--- src/palette_nearest_color_map_core_macros.svh ---
// Assertion macros shared by the palette color mapper.
`ifndef PALETTE_NEAREST_COLOR_MAP_CORE_MACROS_SVH
`define PALETTE_NEAREST_COLOR_MAP_CORE_MACROS_SVH

// Same-cycle implication, disabled during reset.
`define PNCM_ASSERT_NOW(label, clk, rst_n, ante, cons, msg) \
    label: assert property (@(posedge clk) disable iff (!rst_n) (ante) |-> (cons)) \
        else $error(msg);

// Next-cycle implication, disabled during reset.
`define PNCM_ASSERT_NEXT(label, clk, rst_n, ante, cons, msg) \
    label: assert property (@(posedge clk) disable iff (!rst_n) (ante) |=> (cons)) \
        else $error(msg);

`endif

--- src/pncm_pkg.sv ---
// Package with types, codes and defaults of the palette color mapper.
`timescale 1ns / 1ps

package pncm_pkg;

    localparam int PALETTE_ENTRIES_DEF = 256;
    localparam int CH_W    = 8;
    localparam int DIST_W  = 10;
    localparam int PIXEL_W = 32;
    localparam int CFG_IDX_W  = 3;
    localparam int CFG_DATA_W = 9;
    localparam int S_TDATA_W  = 40;

    typedef enum logic [CFG_IDX_W-1:0] {
        CFG_PIXEL_MODE    = 3'd0,
        CFG_PALETTE_COUNT = 3'd1,
        CFG_RED_BYTE      = 3'd2,
        CFG_GREEN_BYTE    = 3'd3,
        CFG_BLUE_BYTE     = 3'd4,
        CFG_ALPHA_BYTE    = 3'd5,
        CFG_ALPHA_ENABLE  = 3'd6
    } cfg_idx_t;

    localparam logic REQ_WRITE = 1'b0;
    localparam logic REQ_MAP   = 1'b1;

    localparam logic MODE_PALETTE = 1'b0;
    localparam logic MODE_PACKED  = 1'b1;

    localparam logic [0:0]            RST_PIXEL_MODE    = 1'b0;
    localparam logic [CFG_DATA_W-1:0] RST_PALETTE_COUNT = 9'd256;
    localparam logic [1:0]            RST_RED_BYTE      = 2'd2;
    localparam logic [1:0]            RST_GREEN_BYTE    = 2'd1;
    localparam logic [1:0]            RST_BLUE_BYTE     = 2'd0;
    localparam logic [1:0]            RST_ALPHA_BYTE    = 2'd3;
    localparam logic [0:0]            RST_ALPHA_ENABLE  = 1'b0;

    typedef struct packed {
        logic clear_wr;
        logic pal_wr;
        logic load;
        logic search_step;
        logic result_load;
    } pncm_cmd_t;

    typedef struct packed {
        logic clear_last;
        logic issue_last;
        logic limit_zero;
        logic out_free;
    } pncm_status_t;

endpackage

--- src/pncm_ctrl.sv ---
// Controller state machine of the palette color mapper.
`timescale 1ns / 1ps

module pncm_ctrl
    import pncm_pkg::*;
(
    input  logic         aclk,
    input  logic         aresetn,
    input  logic         s_tvalid,
    output logic         s_tready,
    input  logic         req_type,
    input  logic         pixel_mode,
    input  pncm_status_t status,
    output pncm_cmd_t    cmd
);

    typedef enum logic [4:0] {
        ST_CLEAR  = 5'b00001,
        ST_IDLE   = 5'b00010,
        ST_SEARCH = 5'b00100,
        ST_DRAIN  = 5'b01000,
        ST_DONE   = 5'b10000
    } state_t;

    state_t state_reg;
    state_t state_next;
    logic   accept;

    assign s_tready = (state_reg == ST_IDLE);
    assign accept   = s_tvalid && s_tready;

    always_comb begin
        cmd.clear_wr    = (state_reg == ST_CLEAR);
        cmd.load        = accept;
        cmd.pal_wr      = accept && (req_type == REQ_WRITE);
        cmd.search_step = (state_reg == ST_SEARCH);
        cmd.result_load = (state_reg == ST_DONE) && status.out_free;
    end

    always_comb begin
        state_next = state_reg;
        unique case (state_reg)
            ST_CLEAR: begin
                if (status.clear_last) state_next = ST_IDLE;
            end
            ST_IDLE: begin
                if (accept && (req_type == REQ_MAP)) begin
                    if (pixel_mode == MODE_PACKED || status.limit_zero) begin
                        state_next = ST_DONE;
                    end else begin
                        state_next = ST_SEARCH;
                    end
                end
            end
            ST_SEARCH: begin
                if (status.issue_last) state_next = ST_DRAIN;
            end
            ST_DRAIN: begin
                state_next = ST_DONE;
            end
            ST_DONE: begin
                if (status.out_free) state_next = ST_IDLE;
            end
            default: begin
                state_next = ST_CLEAR;
            end
        endcase
    end

    always_ff @(posedge aclk) begin
        if (!aresetn) begin
            state_reg <= ST_CLEAR;
        end else begin
            state_reg <= state_next;
        end
    end

endmodule

--- config.mk ---
export PLATFORM = sky130hd
export DESIGN_NAME = pncm_ctrl
export DESIGN_NICKNAME = d
export VERILOG_FILES = /design/src/palette_nearest_color_map_core_macros.svh /design/src/pncm_pkg.sv /design/src/pncm_ctrl.sv
export SDC_FILE = /design/constraint.sdc
export NUM_CORES = 1
export LEC_CHECK = 0
export ABC_AREA = 1
export BUFFER_PORTS_ARGS = -buffer_cell sky130_fd_sc_hd__buf_2
export CAP_MARGIN = 20
export CORE_AREA = 2 2 39 41
export CTS_BUF_LIST = sky130_fd_sc_hd__clkbuf_8
export CTS_CLUSTER_SIZE = 12
export DETAILED_ROUTE_END_ITERATION = 12
export DIE_AREA = 0 0 41 43
export GPL_TIMING_DRIVEN = 1
export PLACE_DENSITY = 0.6
export SYNTH_ARGS = -nofsm -noshare
export SYNTH_HDL_FRONTEND = slang
export SYNTH_SLANG_ARGS = --single-unit
--- constraint.sdc ---
create_clock -name aclk -period 1.1 [get_ports aclk]
set_input_delay 0.11 -clock aclk [delete_from_list [all_inputs] [get_ports aclk]]
set_output_delay 0.11 -clock aclk [all_outputs]
set_load 0.01 [all_outputs]
==> out/qor.yml <==
outcome:
  status: "finished with violations"
  violations: "negative setup slack"
placed_design:
  io_buffer_count: 14
  gp_congestion: 0.762
  pre_cts_slack_ps: -44.2
  postPlaceCellArea_um2: 487
  dp.cells: 91
  dpl.hpwl_um: 704
yosys:
  synth_cells: 58
  seq_area_frac_synth_pct: 26.8
  synth.avg_cell_area_um2: 6.45
  synth_flop_cell: "dfxtp_1"
  async_flop_share_pct: 0
  syn_nets: 67
  yosys_warnings: 0
  synth_cell_types: 17
  synth_top_area_share_pct: 26.8
  synth-seq-cells: 5
  synth_edf_count: 0
  synth_commonest_cells: "nand2_1, inv_1, nor2_1, nor2_2"
  yosys-top-cells-area: "dfxtp_1, nand2_1, nor2_2, nand4_1, inv_1"
  synth_top_cell_by_area: "dfxtp_1"
  yosysMostFrequentCell: "nand2_1"
  synth.cell_area_um2: 374
setup_path:
  cp_cell_sequence: "nor2_4 > buf_6 > nand2_2 > nor2_2 > buf_2"
  critPathSlowestCell: "dfxtp_2"
  worstPathRequired_ps: 990
  cp.arrival_ps: 1160
  startpoint_type: "flip-flop"
  critPathMaxStageDelay_ps: 340
  path_buf_inv: 2
  r2r_setup_slack_ps: -160
  critPathMaxFanout: 4
  end_kind: "primary output"
  crit_family: "flip-flops"
  critical_path_class: "flip-flop to primary output"
timing:
  finalMaxSlewViolations: 0
  skew_ps: 3.42
  tightestPinTransition_ps: 171
  hold_ws_ps: 122
  period_needed_ps: 1270
  relSlewSlack_pct: 88.6
  hold_viol: 0
  fmax_mhz: 788
  setup_viol_count_final: 11
  fin_crit_sh_pct: 115
  rsz0062_at_grt: "true"
  fin_ws_ps: -169
drt:
  first_pass_iters: 4
  top_layer: "met4"
  wl_met2_um: 545
  vias: 454
  ant_nets: 0
  drt-wirelength-per-cell_um: 10.5
  initialDrtViolationCount: 9
  wl_met3_um: 35
  routed_via_density: 4.45
  drc_errors: 0
  met1_length_um: 464
  totalWireLength_um: 1070
clock_network:
  clk_pin_slew_ps: 40
  cts_tree: "built"
  cts.sinks: 5
  clk_latency_ps: 220
  cts_buffer_depth: 2
  numCtsBuffers: 3
  cts_root_buf: "clkbuf_8"
  htree_num_levels: 1
floorplan:
  start_util_pct: 27.0
  die-area_um2: 1760
  die_h_um: 43
  rows: 14
  die_w_um: 41
  core_um2: 1380
  ios: 15
layout:
  fin_nets: 96
  largest_register_ffs: 5
  multi_input_area_um2: 260
  area_growth_syn_to_layout_pct: 71.9
  final-seq-area_um2: 108
  layout.cells.non_filler: 102
  finalInstanceArea_um2: 643
  diodes: 0
  drive_gt1_share_pct: 62.8
  final_core_util_pct: 46.5
  fillers: 127
hold_path:
  hp-class: "input port to flip-flop"
pwr:
  peakVddDrop_v: 0.000939
  p_leak_uw: 0.000338
  p_per_area_nw_per_um2: 2380
global_routing:
  grt_pass1_vias: 386
  grt_pass1_wl_um: 1630
  track_usage_pct: 13.9
  grt_overflow_total: 0
  grt_max_degree: 9
  antenna_found_initial: 0
job:
  cap_violations: 0
==> through the flow <==
stage	power, uW	setup TNS [ps]
finish	1530	-1350
global route	1630	-2080
CTS	1360	-1230
detailed placement	879	-145
global placement	870	-136
floorplan	717	0
==> cell families (layout without fill, tap and decap cells) <==
group           count (synthesis)  in the layout  synth area share (%)
buf+inv                        12             40                  13.0
compound gates                  2              2                  3.68
flops                           5              5                  26.8
simple gates                   39             39                  56.5
==> metal layers <==
layer / track usage [%] / up-vias
li1: - / 238
met3: 3.14 / 3
met4: 10.0 / 0
met2: 19.4 / 10
met5: 0 / -
met1: 17.7 / 203
==> final cells by class <==
cell class                 instances  share of cell area (%)
tap                               16                    3.11
timing repair buffer              25                    25.3
multi-input combinational         41                    40.5
sequential                         5                    16.7
clock buffer                       3                    6.42
inverter                          11                    7.39
clock inverter                     1                   0.584
==> cell usage in the layout, fill, tap and decap left out, drive strengths merged <==
master	Yosys	routed
nand4	6	6
clkbuf	0	3
nand2	12	12
clkinv	1	1
inv	10	11
nor2	16	16
buf	1	25
dfxtp	5	5
a21oi	1	1
o21ai	1	1
nand3	3	3
nor3	2	2
==> path summary, 6_finish.rpt <==
| check | startpoint | to | cells after the start |
|---|---|---|---|
| worst min register to register | state_reg[2] | state_reg[2] | 2 |
| worst max register to register | state_reg[2] | state_reg[1] | 8 |
| worst min-delay path | aresetn | state_reg[0] | 2 |
| worst max-delay path | state_reg[2] | cmd[4] | 5 |
==> worst reg2reg max path: cells and delay by family (launching register included) <==
| kind | cells | cell delay (ps) |
|---|---|---|
| buffers and inverters | 1 | 120 |
| and+or+nand+nor | 7 | 640 |
| DFF | 1 | 370 |
==> repair_timing <==
action | 4_1_cts | 5_1_grt
endpoints found under the setup margin | 9 | 11
pin swaps | 3 | 5
resized for setup | 11 | 9
hold buffers | 0 | 0
setup buffers | 4 | 3
==> power breakdown <==
group / total [uW] / internal, uW / switching, uW
Combinational: 853 / 398 / 454
Clock: 334 / 240 / 94.8
Sequential: 344 / 251 / 92.4
Total: 1530 / 889 / 641
Power figures use the tool's default switching activity.
